<file path="src/design/stt_pkg.sv">
package stt_pkg;

  localparam int MAX_ENTRIES = 32;
  localparam int IDX_W       = 5;
  localparam int CNT_W       = IDX_W + 1;
  localparam int TICK_W      = 32;
  localparam int BYTE_W      = 8;
  localparam int QUEUE_W     = 4;

  // Entry status codes
  localparam logic [1:0] ST_FREE    = 2'd0;
  localparam logic [1:0] ST_ALLOC   = 2'd1;
  localparam logic [1:0] ST_RUNNING = 2'd2;

  typedef enum logic [2:0] {
    OP_ALLOC = 3'd0,
    OP_BIND  = 3'd1,
    OP_FREE  = 3'd2,
    OP_START = 3'd3,
    OP_TICK  = 3'd4
  } op_t;

  typedef enum logic [1:0] {
    KIND_ALLOC     = 2'd0,
    KIND_ACK       = 2'd1,
    KIND_EXPIRY    = 2'd2,
    KIND_TICK_DONE = 2'd3
  } kind_t;

  typedef enum logic [1:0] {
    BK_IDLE,
    BK_ALLOC,
    BK_TICK
  } bk_state_t;

  typedef struct packed {
    op_t                op;
    logic [IDX_W-1:0]   idx;
    logic               in_range;
    logic [TICK_W-1:0]  timeout;
    logic [BYTE_W-1:0]  ev_byte;
    logic [QUEUE_W-1:0] queue;
  } item_t;

endpackage

</file>
<file path="src/design/software_timer_table_top.sv">
// Bind, free and start give their result through the command queue and output register;
// allocate scans up from entry 0 and returns the lowest free entry, or a failure if none.
// A tick walks the table one entry per cycle, paused while an expiry waits for output,
// then gives tick done; the walk holds the back part. Throughput: bind, free and start
// one per cycle via the 2-deep command queue unless a stall, allocate or tick holds them.
// Reset (rst, synchronous): all entries free, tick count zero, queue and output empty.
module software_timer_table_top #(
  parameter int NUM_TIMERS = 32
) (
  input  logic                          clk,
  input  logic                          rst,
  input  logic                          cmd_valid,
  output logic                          cmd_ready,
  input  logic [2:0]                    command,
  input  logic [stt_pkg::IDX_W-1:0]     timer_index,
  input  logic [stt_pkg::TICK_W-1:0]    timeout_ticks,
  input  logic [stt_pkg::BYTE_W-1:0]    event_byte,
  input  logic [stt_pkg::QUEUE_W-1:0]   queue_id,
  output logic                          res_valid,
  input  logic                          res_ready,
  output logic [1:0]                    kind,
  output logic [stt_pkg::IDX_W-1:0]     entry_index,
  output logic                          success,
  output logic [stt_pkg::BYTE_W-1:0]    fired_byte,
  output logic [stt_pkg::QUEUE_W-1:0]   fired_queue,
  output logic [stt_pkg::TICK_W-1:0]    tick_total,
  output logic                          last
);

  logic           push_valid;
  logic           push_ready;
  stt_pkg::item_t push_item;
  logic           q_valid;
  logic           q_pop;
  stt_pkg::item_t q_item;

  stt_front #(
    .NUM_TIMERS (NUM_TIMERS)
  ) u_front (
    .cmd_valid     (cmd_valid),
    .cmd_ready     (cmd_ready),
    .command       (command),
    .timer_index   (timer_index),
    .timeout_ticks (timeout_ticks),
    .event_byte    (event_byte),
    .queue_id      (queue_id),
    .push_valid    (push_valid),
    .push_ready    (push_ready),
    .push_item     (push_item)
  );

  stt_queue u_queue (
    .clk        (clk),
    .rst        (rst),
    .push_valid (push_valid),
    .push_ready (push_ready),
    .push_item  (push_item),
    .pop_valid  (q_valid),
    .pop        (q_pop),
    .pop_item   (q_item)
  );

  stt_back #(
    .NUM_TIMERS (NUM_TIMERS)
  ) u_back (
    .clk         (clk),
    .rst         (rst),
    .q_valid     (q_valid),
    .q_pop       (q_pop),
    .q_item      (q_item),
    .res_valid   (res_valid),
    .res_ready   (res_ready),
    .kind        (kind),
    .entry_index (entry_index),
    .success     (success),
    .fired_byte  (fired_byte),
    .fired_queue (fired_queue),
    .tick_total  (tick_total),
    .last        (last)
  );

  a_nonlast_is_expiry : assert property (@(posedge clk) disable iff (rst)
    res_valid && !last |-> kind == stt_pkg::KIND_EXPIRY)
    else $error("non-final result is not an expiry");

  a_fail_only_alloc : assert property (@(posedge clk) disable iff (rst)
    res_valid && !success |-> kind == stt_pkg::KIND_ALLOC && entry_index == '0)
    else $error("failure flag on a result that is not an allocate reply");

  a_pop_needs_item : assert property (@(posedge clk) disable iff (rst)
    q_pop |-> q_valid)
    else $error("command taken from an empty queue");

  a_tick_step : assert property (@(posedge clk) disable iff (rst)
    res_valid && res_ready ##1 res_valid && kind == stt_pkg::KIND_TICK_DONE
      && $past(kind) == stt_pkg::KIND_TICK_DONE
    |-> tick_total == $past(tick_total) + 32'd1)
    else $error("tick count moved by other than one between tick commands");

endmodule

</file>
<file path="src/design/stt_front.sv">
module stt_front #(
  parameter int NUM_TIMERS = 32
) (
  input  logic                          cmd_valid,
  output logic                          cmd_ready,
  input  logic [2:0]                    command,
  input  logic [stt_pkg::IDX_W-1:0]     timer_index,
  input  logic [stt_pkg::TICK_W-1:0]    timeout_ticks,
  input  logic [stt_pkg::BYTE_W-1:0]    event_byte,
  input  logic [stt_pkg::QUEUE_W-1:0]   queue_id,
  output logic                          push_valid,
  input  logic                          push_ready,
  output stt_pkg::item_t                push_item
);

  localparam int ENTRIES = (NUM_TIMERS > stt_pkg::MAX_ENTRIES) ? stt_pkg::MAX_ENTRIES :
                           ((NUM_TIMERS < 1) ? 1 : NUM_TIMERS);

  logic known;

  always_comb begin
    case (command)
      stt_pkg::OP_ALLOC,
      stt_pkg::OP_BIND,
      stt_pkg::OP_FREE,
      stt_pkg::OP_START,
      stt_pkg::OP_TICK: known = 1'b1;
      default:          known = 1'b0;
    endcase
  end

  // Accept whenever the queue has room; drop unknown commands here
  assign cmd_ready  = push_ready;
  assign push_valid = cmd_valid && known;

  always_comb begin
    push_item.op       = stt_pkg::op_t'(command);
    push_item.idx      = timer_index;
    push_item.in_range = {1'b0, timer_index} < stt_pkg::CNT_W'(ENTRIES);
    push_item.timeout  = timeout_ticks;
    push_item.ev_byte  = event_byte;
    push_item.queue    = queue_id;
  end

endmodule

</file>
<file path="src/design/stt_queue.sv">
module stt_queue (
  input  logic           clk,
  input  logic           rst,
  input  logic           push_valid,
  output logic           push_ready,
  input  stt_pkg::item_t push_item,
  output logic           pop_valid,
  input  logic           pop,
  output stt_pkg::item_t pop_item
);

  stt_pkg::item_t slots [2];
  logic           wr_ptr;
  logic           rd_ptr;
  logic [1:0]     count;
  logic           do_push;
  logic           do_pop;

  assign push_ready = (count != 2'd2);
  assign pop_valid  = (count != 2'd0);
  assign pop_item   = slots[rd_ptr];
  assign do_push    = push_valid && push_ready;
  assign do_pop     = pop && pop_valid;

  always_ff @(posedge clk) begin
    if (do_push) begin
      slots[wr_ptr] <= push_item;
    end
  end

  always_ff @(posedge clk) begin
    if (rst) begin
      wr_ptr <= 1'b0;
      rd_ptr <= 1'b0;
      count  <= 2'd0;
    end else begin
      if (do_push) begin
        wr_ptr <= ~wr_ptr;
      end
      if (do_pop) begin
        rd_ptr <= ~rd_ptr;
      end
      case ({do_push, do_pop})
        2'b10:   count <= count + 2'd1;
        2'b01:   count <= count - 2'd1;
        default: count <= count;
      endcase
    end
  end

endmodule

</file>
<file path="src/design/stt_back.sv">
module stt_back #(
  parameter int NUM_TIMERS = 32
) (
  input  logic                          clk,
  input  logic                          rst,
  input  logic                          q_valid,
  output logic                          q_pop,
  input  stt_pkg::item_t                q_item,
  output logic                          res_valid,
  input  logic                          res_ready,
  output logic [1:0]                    kind,
  output logic [stt_pkg::IDX_W-1:0]     entry_index,
  output logic                          success,
  output logic [stt_pkg::BYTE_W-1:0]    fired_byte,
  output logic [stt_pkg::QUEUE_W-1:0]   fired_queue,
  output logic [stt_pkg::TICK_W-1:0]    tick_total,
  output logic                          last
);

  localparam int ENTRIES = (NUM_TIMERS > stt_pkg::MAX_ENTRIES) ? stt_pkg::MAX_ENTRIES :
                           ((NUM_TIMERS < 1) ? 1 : NUM_TIMERS);
  localparam logic [stt_pkg::CNT_W-1:0] SCAN_END = stt_pkg::CNT_W'(ENTRIES);
  localparam int BQ_W = stt_pkg::BYTE_W + stt_pkg::QUEUE_W;

  stt_pkg::bk_state_t state, state_next;

  logic [1:0]                   status [stt_pkg::MAX_ENTRIES];
  logic [stt_pkg::TICK_W-1:0]   rem_mem [stt_pkg::MAX_ENTRIES];
  logic [BQ_W-1:0]              bq_mem [stt_pkg::MAX_ENTRIES];

  logic [stt_pkg::CNT_W-1:0]    scan, scan_next;
  logic                         s1_vld, s1_vld_next;
  logic [stt_pkg::IDX_W-1:0]    s1_idx, s1_idx_next;
  logic [stt_pkg::TICK_W-1:0]   rem_q;
  logic [BQ_W-1:0]              bq_q;
  logic [stt_pkg::TICK_W-1:0]   tick_counter;
  logic                         cnt_inc;

  logic                         rd_en;
  logic                         wr_rem;
  logic                         wr_bq;
  logic [stt_pkg::IDX_W-1:0]    wr_addr;
  logic [stt_pkg::TICK_W-1:0]   rem_wdata;

  logic                         st_wr;
  logic [stt_pkg::IDX_W-1:0]    st_idx;
  logic [1:0]                   st_val;
  logic [stt_pkg::IDX_W-1:0]    st_raddr;
  logic [1:0]                   st_rdata;

  logic                         slot_free;
  logic                         emit;
  stt_pkg::kind_t               e_kind;
  logic [stt_pkg::IDX_W-1:0]    e_idx;
  logic                         e_ok;
  logic [BQ_W-1:0]              e_bq;
  logic                         e_last;

  logic                         running;
  logic                         expiring;
  logic [stt_pkg::TICK_W-1:0]   dec;

  assign slot_free = !res_valid || res_ready;
  assign st_raddr  = (state == stt_pkg::BK_TICK) ? s1_idx : scan[stt_pkg::IDX_W-1:0];
  assign st_rdata  = status[st_raddr];
  assign running   = s1_vld && (st_rdata == stt_pkg::ST_RUNNING);
  assign dec       = rem_q - stt_pkg::TICK_W'(1);
  assign expiring  = running && (rem_q == stt_pkg::TICK_W'(1));

  always_ff @(posedge clk) begin
    if (rst) begin
      state <= stt_pkg::BK_IDLE;
    end else begin
      state <= state_next;
    end
  end

  always_comb begin
    state_next  = state;
    q_pop       = 1'b0;
    scan_next   = scan;
    s1_vld_next = s1_vld;
    s1_idx_next = s1_idx;
    cnt_inc     = 1'b0;
    rd_en       = 1'b0;
    wr_rem      = 1'b0;
    wr_bq       = 1'b0;
    wr_addr     = q_item.idx;
    rem_wdata   = q_item.timeout;
    st_wr       = 1'b0;
    st_idx      = q_item.idx;
    st_val      = stt_pkg::ST_FREE;
    emit        = 1'b0;
    e_kind      = stt_pkg::KIND_ACK;
    e_idx       = q_item.idx;
    e_ok        = 1'b1;
    e_bq        = '0;
    e_last      = 1'b1;

    case (state)
      stt_pkg::BK_IDLE: begin
        if (q_valid) begin
          case (q_item.op)
            stt_pkg::OP_ALLOC: begin
              q_pop      = 1'b1;
              scan_next  = '0;
              state_next = stt_pkg::BK_ALLOC;
            end
            stt_pkg::OP_BIND: begin
              if (slot_free) begin
                q_pop = 1'b1;
                emit  = 1'b1;
                wr_bq = q_item.in_range;
              end
            end
            stt_pkg::OP_FREE: begin
              if (slot_free) begin
                q_pop  = 1'b1;
                emit   = 1'b1;
                st_wr  = q_item.in_range;
                st_val = stt_pkg::ST_FREE;
              end
            end
            stt_pkg::OP_START: begin
              if (slot_free) begin
                q_pop  = 1'b1;
                emit   = 1'b1;
                wr_rem = q_item.in_range;
                st_wr  = q_item.in_range;
                st_val = stt_pkg::ST_RUNNING;
              end
            end
            stt_pkg::OP_TICK: begin
              q_pop       = 1'b1;
              cnt_inc     = 1'b1;
              scan_next   = '0;
              s1_vld_next = 1'b0;
              state_next  = stt_pkg::BK_TICK;
            end
            default: begin
              q_pop = 1'b1;
            end
          endcase
        end
      end

      stt_pkg::BK_ALLOC: begin
        e_kind = stt_pkg::KIND_ALLOC;
        if (scan == SCAN_END) begin
          e_idx = '0;
          e_ok  = 1'b0;
          if (slot_free) begin
            emit       = 1'b1;
            state_next = stt_pkg::BK_IDLE;
          end
        end else if (st_rdata == stt_pkg::ST_FREE) begin
          e_idx  = scan[stt_pkg::IDX_W-1:0];
          st_idx = scan[stt_pkg::IDX_W-1:0];
          st_val = stt_pkg::ST_ALLOC;
          if (slot_free) begin
            emit       = 1'b1;
            st_wr      = 1'b1;
            state_next = stt_pkg::BK_IDLE;
          end
        end else begin
          scan_next = scan + stt_pkg::CNT_W'(1);
        end
      end

      stt_pkg::BK_TICK: begin
        wr_addr   = s1_idx;
        rem_wdata = dec;
        st_idx    = s1_idx;
        st_val    = stt_pkg::ST_ALLOC;
        e_idx     = s1_idx;
        e_bq      = bq_q;
        e_kind    = stt_pkg::KIND_EXPIRY;
        e_last    = 1'b0;
        // Hold the whole walk while an expiry waits for the output slot
        if (!(expiring && !slot_free)) begin
          wr_rem = running;
          if (expiring) begin
            st_wr = 1'b1;
            emit  = 1'b1;
          end
          if (scan != SCAN_END) begin
            rd_en       = 1'b1;
            s1_vld_next = 1'b1;
            s1_idx_next = scan[stt_pkg::IDX_W-1:0];
            scan_next   = scan + stt_pkg::CNT_W'(1);
          end else begin
            s1_vld_next = 1'b0;
          end
          if (scan == SCAN_END && !s1_vld) begin
            e_kind = stt_pkg::KIND_TICK_DONE;
            e_idx  = '0;
            e_bq   = '0;
            e_last = 1'b1;
            if (slot_free) begin
              emit       = 1'b1;
              state_next = stt_pkg::BK_IDLE;
            end
          end
        end
      end

      default: begin
        state_next = stt_pkg::BK_IDLE;
      end
    endcase
  end

  always_ff @(posedge clk) begin
    if (rst) begin
      scan         <= '0;
      s1_vld       <= 1'b0;
      s1_idx       <= '0;
      tick_counter <= '0;
    end else begin
      scan   <= scan_next;
      s1_vld <= s1_vld_next;
      s1_idx <= s1_idx_next;
      if (cnt_inc) begin
        tick_counter <= tick_counter + stt_pkg::TICK_W'(1);
      end
    end
  end

  always_ff @(posedge clk) begin
    if (rst) begin
      for (int i = 0; i < stt_pkg::MAX_ENTRIES; i++) begin
        status[i] <= stt_pkg::ST_FREE;
      end
    end else if (st_wr) begin
      status[st_idx] <= st_val;
    end
  end

  always_ff @(posedge clk) begin
    if (wr_rem) begin
      rem_mem[wr_addr] <= rem_wdata;
    end
    if (rd_en) begin
      rem_q <= rem_mem[scan[stt_pkg::IDX_W-1:0]];
    end
  end

  always_ff @(posedge clk) begin
    if (wr_bq) begin
      bq_mem[wr_addr] <= {q_item.ev_byte, q_item.queue};
    end
    if (rd_en) begin
      bq_q <= bq_mem[scan[stt_pkg::IDX_W-1:0]];
    end
  end

  // Output register: take a new result whenever the slot is free
  always_ff @(posedge clk) begin
    if (rst) begin
      res_valid <= 1'b0;
    end else if (emit) begin
      res_valid <= 1'b1;
    end else if (res_ready) begin
      res_valid <= 1'b0;
    end
  end

  always_ff @(posedge clk) begin
    if (emit) begin
      kind        <= e_kind;
      entry_index <= e_idx;
      success     <= e_ok;
      fired_byte  <= e_bq[BQ_W-1:stt_pkg::QUEUE_W];
      fired_queue <= e_bq[stt_pkg::QUEUE_W-1:0];
      tick_total  <= tick_counter;
      last        <= e_last;
    end
  end

endmodule
</file>
<file path="config.mk">
export PLATFORM = sky130hd
export DESIGN_NAME = software_timer_table_top
export DESIGN_NICKNAME = d
export VERILOG_FILES = /design/src/design/stt_pkg.sv /design/src/design/software_timer_table_top.sv /design/src/design/stt_front.sv /design/src/design/stt_queue.sv /design/src/design/stt_back.sv
export SDC_FILE = /design/constraint.sdc
export NUM_CORES = 2
export LEC_CHECK = 0
export ABC_AREA = 1
export ABC_CLOCK_PERIOD_IN_PS = 7650
export BUFFER_PORTS_ARGS = -buffer_cell sky130_fd_sc_hd__clkbuf_2
export CORE_MARGIN = 2
export CORE_UTILIZATION = 30
export CTS_CLUSTER_DIAMETER = 120
export DETAILED_ROUTE_END_ITERATION = 8
export GPL_ROUTABILITY_DRIVEN = 0
export PLACE_DENSITY_LB_ADDON = 0.3
export SLEW_MARGIN = 20
export SYNTH_ARGS = -nofsm -noshare
export SYNTH_HDL_FRONTEND = slang
export SYNTH_SLANG_ARGS = --single-unit
</file>
<file path="constraint.sdc">
create_clock -name clk -period 7.65 [get_ports clk]
set_input_delay 1.1475 -clock clk [delete_from_list [all_inputs] [get_ports clk]]
set_output_delay 1.1475 -clock clk [all_outputs]
set_load 0.03 [all_outputs]
</file>
=== After elaboration in Yosys (flattened, before gate mapping) ===
Memories as Yosys holds them, arrays and structs flattened. A register that Yosys moved wholly into a read port is not among the register bits.
Cells that the tools add are included.

* Bits in registers: 104
* Bits in latches: 0
* Memory bits (writable): 1,576
* Bits in read-only memories: 0
* Logic and storage cells: 179
* Memories kept: 4

* Add/subtract/negate cells: 5
* Multipliers: 0
* Div/mod/pow operators: 0
* Magnitude comparators: 0
* Eq/ne operators: 27
* Shift-type cells: 0
* Muxes and demuxes: 95
* Bitwise operators: 3
* Reduce and logical (&&, ||, !) cells: 29

{| class="wikitable"
|+ Memory list
! memory !! depth !! bits a word !! read ports !! clocked after Yosys merged registers in !! wr ports !! line !! text
|-
| u_back.rem_mem || 32 || 32 || 1 || 1 || 1 || stt_back.sv:28 || <nowiki>logic [stt_pkg::TICK_W-1:0] rem_mem [stt_pkg::MAX_ENTRIES];</nowiki>
|-
| u_back.bq_mem || 32 || 12 || 1 || 1 || 1 || stt_back.sv:29 || <nowiki>logic [BQ_W-1:0] bq_mem [stt_pkg::MAX_ENTRIES];</nowiki>
|-
| u_queue.slots || 2 || 52 || 1 || 1 || 1 || stt_queue.sv:12 || <nowiki>stt_pkg::item_t slots [2];</nowiki>
|-
| u_back.status || 32 || 2 || 1 || 0 || 32 || stt_back.sv:27 || <nowiki>logic [1:0] status [stt_pkg::MAX_ENTRIES];</nowiki>
|}

{| class="wikitable"
|+ Operators with widths
! cell !! count
|-
| 1-bit two-way mux || 54
|-
| 5-bit two-way mux || 8
|-
| 6-bit two-way mux || 6
|-
| 32-bit by 1-bit adder with 32-bit output (second input constant) || 1
|-
| 32-bit by 1-bit == test with 1-bit output (second input constant) || 1
|-
| 32-bit two-way mux || 1
|-
| 32-bit by 1-bit subtractor with 32-bit output (second input constant) || 1
|-
| 12-bit two-way mux || 2
|-
| 2-bit two-way mux || 12
|-
| 5-bit one-hot mux with 2 select lines || 2
|-
| 2-bit != test (second input constant) || 9
|-
| 6-bit one-hot mux with 3 select lines || 1
|-
| 3-bit by 2-bit == test with 1-bit output (second input constant) || 4
|-
| 2-bit one-hot mux with 2 select lines || 3
|-
| 2-bit one-hot mux with 3 select lines || 2
|-
| 2-bit nonzero test || 4
|-
| 1-bit logical AND || 7
|-
| 7-bit AND reduction || 1
|-
| 6-bit by 1-bit adder with 6-bit output (second input constant) || 1
|-
| 2-bit == test (second input constant) || 3
|-
| 3-bit by 1-bit == test with 1-bit output (second input constant) || 2
|-
| 3-bit == test (second input constant) || 2
|-
| 6-bit == test (second input constant) || 1
|-
| 3-bit logical NOT || 2
|-
| other kinds (19) || 29
|}

=== Depth between registers and ports, before layout ===
An unclocked memory read counts as a cell.

* Word-level depth: 14
* Gate-level depth with buffers: 24
* Mapped depth without buffers: 21

=== By module ===
Synthesis repeated with hierarchy kept, for this count alone.

* Cell total of the unflattened synthesis: 5,514
* Area, all modules: 69,977.1 µm²

{| class="wikitable"
|+ By module, submodules not included
! module !! instances !! cells an instance !! area each (µm²) !! seq. area each (µm²)
|-
| stt_back || 1 || 5,251 || 65,228.8 || 48,056.1
|-
| stt_queue || 1 || 203 || 4,320.4 || 3,283.1
|-
| stt_front || 1 || 60 || 427.9 || 0.0
|}

=== Worst setup path after synthesis ===
OpenSTA, ideal clock, no wires.

* Path kind: reg-to-reg
* From: register u_back.state[0]
* To: memory u_back.rem_mem[20][0] (netlist name) (enable)
* Library setup time: 0.461 ns
* Data arrival time: 4.415 ns
* Data required time: 7.189 ns
* Slack: 2.774 ns
* Cell stages (with the launch flop): 22
* Path buffers: 4
* Clock period less this slack: 4.876 ns
* Cells stage by stage: dfxtp_1 -> inv_1 -> ha_1 -> buf_6 -> inv_4 -> buf_6 -> nand2_4 -> nand2_8 -> buf_6 -> nand2_1 -> nand3_1 -> nand3_1 -> nand3_1 -> nand3_2 -> nand2_4 -> nor2_4 -> nand2_1 -> inv_1 -> nand3_1 -> a21boi_1 -> buf_2 -> nor3_1

* Cells in the longest elaborated chain, start to end: 11
* Elaborated cells between the ends (all ways): 13
* Classes of those cells: eq/ne (2); mux (6); reduce/logical (4); memory (1)

{| class="wikitable"
|+ Ends and longest elaborated chain
! item !! line !! text
|-
| from (decl) || stt_back.sv:25 || <nowiki>stt_pkg::bk_state_t state, state_next;</nowiki>
|-
| from (signal assigned) || stt_back.sv:72 || <nowiki>state <= stt_pkg::BK_IDLE;</nowiki>
|-
| from (signal assigned) || stt_back.sv:74 || <nowiki>state <= state_next;</nowiki>
|-
| 2-bit == test || stt_back.sv:64, stt_back.sv:100 ||
|-
| 5-bit two-way mux || stt_back.sv:64 || <nowiki>assign st_raddr = (state == stt_pkg::BK_TICK) ? s1_idx : scan[stt_pkg::IDX_W-1:0];</nowiki>
|-
| memory read 32 x 2 bit || n/a ||
|-
| 2-bit == test || stt_back.sv:66 || <nowiki>assign running = s1_vld && (st_rdata == stt_pkg::ST_RUNNING);</nowiki>
|-
| 1-bit logical AND || stt_back.sv:66 ||
|-
| 1-bit logical AND || stt_back.sv:68 || <nowiki>assign expiring = running && (rem_q == stt_pkg::TICK_W'(1));</nowiki>
|-
| 1-bit logical AND || stt_back.sv:180 || <nowiki>if (!(expiring && !slot_free)) begin</nowiki>
|-
| 1-bit two-way mux || stt_back.sv:180 ||
|-
| 1-bit one-hot mux with 2 select lines || stt_back.sv:100 || <nowiki>case (state)</nowiki>
|-
| 1-bit two-way mux || stt_back.sv:240 || <nowiki>if (wr_rem) begin</nowiki>
|-
| 1-bit two-way mux (implied by the code) || stt_back.sv:241 || <nowiki>rem_mem[wr_addr] <= rem_wdata;</nowiki>
|-
| to (decl) || stt_back.sv:28 ||
|}

Several ways; a longest one is shown, not always the timed one.

=== Worst setup path after layout ===
* From: register u_back.state[0]
* To: memory u_back.rem_mem[5][3] (netlist name) (enable)

The elaborated chain is that of the path after synthesis.

==> impl_metrics.env <==
export IMPL_cts_buffer_depth=3
export IMPL_ys_ff_latch=1725
export IMPL_wire_length_of_the_first_global_routing_pass_um=294000
export IMPL_slowest_stage="sky130_fd_sc_hd__buf_4"
export IMPL_postRouteWirelength_um=200000
export IMPL_yosysUniqueCellTypes=60
export IMPL_critical_path_max_fanout=44
export IMPL_boundaryPins=111
export IMPL_cp_arrival_ns=5.78
export IMPL_reg2reg_from="u_back.state[0]"
export IMPL_cts_num_sinks=1725
export IMPL_grt_antenna_before_repair=9
export IMPL_power_report_internal_total_w=0.0182
export IMPL_grt_total_usage_pct=16.5
export IMPL_postCtsHoldBufs=0
export IMPL_r2r_cells=18
export IMPL_post_cts_buffers=0
export IMPL_tritoncts_num_buffers=170
export IMPL_grt_met3_usage_pct=2.55
export IMPL_critical_path_top_cell_by_count="sky130_fd_sc_hd__nand3_1"
export IMPL_drive_above_1_share_pct=12.2
export IMPL_die_area_um2=235000
export IMPL_yosys_warnings=0
export IMPL_drc=0
export IMPL_critical_path_class="flip-flop to flip-flop"
export IMPL_status="finished, final reports clean"
export IMPL_cp_depth=18
export IMPL_total_power_w=0.0279
export IMPL_critical_path_startpoint_type="flip-flop"
export IMPL_tritoncts="built"
export IMPL_synthCells=5463
export IMPL_worstSkewPairLatency_ns=0.82
export IMPL_timing_rr_end="u_back.rem_mem[5][3]"
export IMPL_post_drt_via_cell_ratio=5.19
export IMPL_cp_slowest_stage_delay_ns=0.66
export IMPL_worst_ir_drop_vdd_v=0.000217
export IMPL_synth_area_um2=69400
export IMPL_period_needed_ns=5.24
export IMPL_number_of_enable_type_register_cells_in_the_synthesized_netlist=1673
export IMPL_setup_total_negative_slack_ns=0
export IMPL_rsz_0062_raised_after_global_routing="no"
export IMPL_share_comb_of_total_power_pct=27.2
export IMPL_path_delay_family="simple AND/OR/NAND/NOR gates"
export IMPL_crit_path_end="u_back.rem_mem[5][3]"
export IMPL_die_height_um=485
export IMPL_regToRegSetupSlack_ns=2.41
export IMPL_grt_util_met1_pct=24.4
export IMPL_coreArea_um2=230000
export IMPL_drtAntennaViolNets=0
export IMPL_fin_worst_skew_ns=0.0339
export IMPL_ys_async_sr_fraction_pct=0
export IMPL_placement_rows=176
export IMPL_insertedDiodeCount=0
export IMPL_via_count=45100
export IMPL_clkSlewWorstSetupHoldPaths_ns=0.06
export IMPL_postSynthAreaPerCell_um2=12.7
export IMPL_nFillCells=22400
export IMPL_floorplan_initialDensity_pct=30.2
export IMPL_die_width_um=485
export IMPL_switchingPower_w=0.00977
export IMPL_timing_final_crit_share_pct=68.5
export IMPL_final_hold_viol_count=0
export IMPL_slew_violations=0
export IMPL_area_delta_synth_final_pct=14.8
export IMPL_pwr_density_cell_nw_per_um2=351
export IMPL_cts_resized=0
export IMPL_path_cells="inv_1 > ha_2 > buf_4 > nand2_2 > nand2_2 > nand2_1 > nand3_1 > nand3_1 > nand3_1 > nand3_1 > nand2_4 > nand2_1 > inv_1 > nand3_1 > a21boi_4 > buf_4 > nor2_4 > buf_4"
export IMPL_yosys_most_used_dff="sky130_fd_sc_hd__edfxtp_1"
export IMPL_syn_nets=5531
export IMPL_drtPass1Iterations=6
export IMPL_sw_frac_of_total_pct=35.0
export IMPL_first_global_vias=42900
export IMPL_largest_net_degree_at_the_start_of_global_routing=190
export IMPL_multi_input_area_um2=16500
export IMPL_cp_startpoint="u_back.state[0]"
export IMPL_sequential_cell_area_um2=51300
export IMPL_post_synthesis_sequential_area_ratio_pct=73.9
export IMPL_grt_overflow_total=0
export IMPL_clock_root_buffer="sky130_fd_sc_hd__clkbuf_16"
export IMPL_drv_max_cap_violation_count=0
export IMPL_hp_class="flip-flop to flip-flop"
export IMPL_final_nets=5592
export IMPL_buffer_ports_inserted=110
export IMPL_critical_path_sink_type="flip-flop"
export IMPL_detailedPlacementHpwl_um=116000
export IMPL_max_clock_freq_ghz=0.191
export IMPL_initialDrtViolationCount=5528
export IMPL_crit_required_ns=8.19
export IMPL_grt_util_met2_pct=25.4
export IMPL_cellLeakagePower_nw=25.7
export IMPL_htree_levels=4
export IMPL_top_usage_layer_grt="met2"
export IMPL_wl_per_instance_um=23.0
export IMPL_power_frac_seq_pct=43.1
export IMPL_share_clk_of_total_power_pct=29.7
export IMPL_slew_headroom_pct=21.0
export IMPL_worstPathBufferInverterCount=5
export IMPL_timing_worst_slew_pin_value_ns=1.18
export IMPL_timing_final_setup_violations=0
[cell type report]
class                   count  share of cell area (%)
repair buffers            239                    2.13
clock buffers             220                    5.73
well taps                3026                    4.75
flip-flops and latches   1725                    64.4
multi-input cells        3146                    20.7
inverters                 242                    1.17
clock inverters            92                    1.11
[cell usage after synthesis (3+ instances only)]
cell type                  number  area share, %
sky130_fd_sc_hd__nor2_4         6          0.097
sky130_fd_sc_hd__nand3_1      170            1.2
sky130_fd_sc_hd__ha_1          12           0.22
sky130_fd_sc_hd__buf_4          3          0.032
sky130_fd_sc_hd__nand2_2       25           0.23
sky130_fd_sc_hd__a21oi_1       60           0.43
sky130_fd_sc_hd__buf_1         20           0.11
sky130_fd_sc_hd__nand3b_1       7          0.076
sky130_fd_sc_hd__xnor2_1        8           0.10
sky130_fd_sc_hd__inv_2         16          0.087
sky130_fd_sc_hd__o21ai_1       12          0.087
sky130_fd_sc_hd__nor3_1        57           0.41
sky130_fd_sc_hd__nor2_1       914            4.9
sky130_fd_sc_hd__buf_2         15           0.11
sky130_fd_sc_hd__nand4_1       61           0.55
sky130_fd_sc_hd__nand2_4        4          0.065
sky130_fd_sc_hd__o21ai_0      842            6.1
sky130_fd_sc_hd__xor2_1        16           0.20
sky130_fd_sc_hd__o221ai_1     126            1.6
sky130_fd_sc_hd__o211ai_1      51           0.55
sky130_fd_sc_hd__nor3_2        34           0.49
sky130_fd_sc_hd__inv_1        222            1.2
sky130_fd_sc_hd__or2_2          5          0.045
sky130_fd_sc_hd__clkbuf_1     306            1.7
sky130_fd_sc_hd__o22ai_1      235            2.1
sky130_fd_sc_hd__nand3_2       16           0.23
sky130_fd_sc_hd__a22oi_1        3          0.032
sky130_fd_sc_hd__nor2_8         3          0.087
sky130_fd_sc_hd__nor2_2         4          0.036
sky130_fd_sc_hd__buf_6          6          0.097
sky130_fd_sc_hd__nor4_1         7          0.063
sky130_fd_sc_hd__edfxtp_1    1673             72
sky130_fd_sc_hd__a31oi_1        3          0.027
sky130_fd_sc_hd__nand2_1      434            2.3
sky130_fd_sc_hd__dfxtp_1       52            1.5
sky130_fd_sc_hd__o31ai_1        5          0.054
[how the worst min path moves through the flow]
stage                            start                    end  depth (start not counted)
2_1_floorplan  u_back.tick_counter[31]  u_back.tick_total[31]                          0
4_1_cts        u_back.tick_counter[31]  u_back.tick_total[31]                          0
6_report       u_back.tick_counter[31]  u_back.tick_total[31]                          0
5_1_grt        u_back.tick_counter[31]  u_back.tick_total[31]                          0
3_3_place_gp   u_back.tick_counter[31]  u_back.tick_total[31]                          0
3_5_place_dp   u_back.tick_counter[31]  u_back.tick_total[31]                          0
[state kept, by name, indices dropped and copies added (netlist names), 4 cells and up, named ones only]
register,count
u_back.entry_index,5
u_queue.slots,104
u_back.s1_idx,5
u_back.rem_q,32
u_back.scan,6
u_back.bq_mem,384
u_back.rem_mem,1024
u_back.bq_q,12
u_back.fired_byte,8
u_back.fired_queue,4
u_back.status,64
u_back.tick_total,32
u_back.tick_counter,32
[metal layers]
metal / up-vias / part of all wire (%)
met5: - / 0
met4: 0 / 1.9
met3: 239 / 7.6
met2: 1804 / 45
met1: 22800 / 46
li1: 20200 / -
[worst register-to-register path: cells and delay by family (launching register included)]
kind / cells / cell delay [ns]
adders and majority gates: 1 / 0.24
buffers and inverters: 5 / 1.82
DFF: 1 / 0.35
and+or+nand+nor: 11 / 2.14
AOI/OAI and AO/OA: 1 / 0.39
[through the flow]
stage / cell area [um^2] / util (%) / worst slack (ns) / hold slack [ns] / instances
floorplan: 69400 / - / 2.77 / 0.408 / 5463
global placement: 74000 / 32.2 / 2.59 / 0.436 / 8369
CTS: 79500 / 34.6 / 2.45 / 0.444 / 8684
detailed placement: 74100 / 32.2 / 2.46 / 0.426 / 8372
finish: 79700 / 34.7 / 2.41 / 0.450 / 8690
global route: 79700 / 34.7 / 2.12 / 0.472 / 8690
[cells by family (layout without fill, tap and decap cells)]
logic type,count (synthesis),after routing,synth area share (%)
adder cells (fa/ha/maj),12,12,0.216
AO/OA/AOI/OAI,1351,1351,11.2
flip-flops,1725,1725,73.9
multiplexers,1,1,0.0144
XOR/XNOR,24,24,0.303
buffers and inverters,592,793,3.32
AND/OR/NAND/NOR,1758,1758,11.1
[power by group through the flow]
stage          logic (W)  clock network (W)  registers, W
6_report         0.00760            0.00830        0.0120
3_5_place_dp     0.00752                  0        0.0123
5_1_grt          0.00824            0.00879        0.0121
3_3_place_gp     0.00742                  0        0.0122
2_1_floorplan    0.00428                  0        0.0123
4_1_cts          0.00753            0.00844        0.0121
[layout by cell type, fill, tap and decap left out, types with 47 or more instances in the layout]
cell	n
sky130_fd_sc_hd__buf_4	119
sky130_fd_sc_hd__o221ai_1	126
sky130_fd_sc_hd__nand3_1	170
sky130_fd_sc_hd__edfxtp_1	1673
sky130_fd_sc_hd__o21ai_0	828
sky130_fd_sc_hd__nor3_2	57
sky130_fd_sc_hd__nand4_1	61
sky130_fd_sc_hd__o22ai_1	226
sky130_fd_sc_hd__nand2_1	432
sky130_fd_sc_hd__o211ai_1	51
sky130_fd_sc_hd__inv_1	218
sky130_fd_sc_hd__clkbuf_16	175
sky130_fd_sc_hd__clkbuf_2	110
sky130_fd_sc_hd__nor2_1	891
sky130_fd_sc_hd__a21oi_1	60
sky130_fd_sc_hd__dfxtp_1	47
Power figures use the tool's default switching activity.
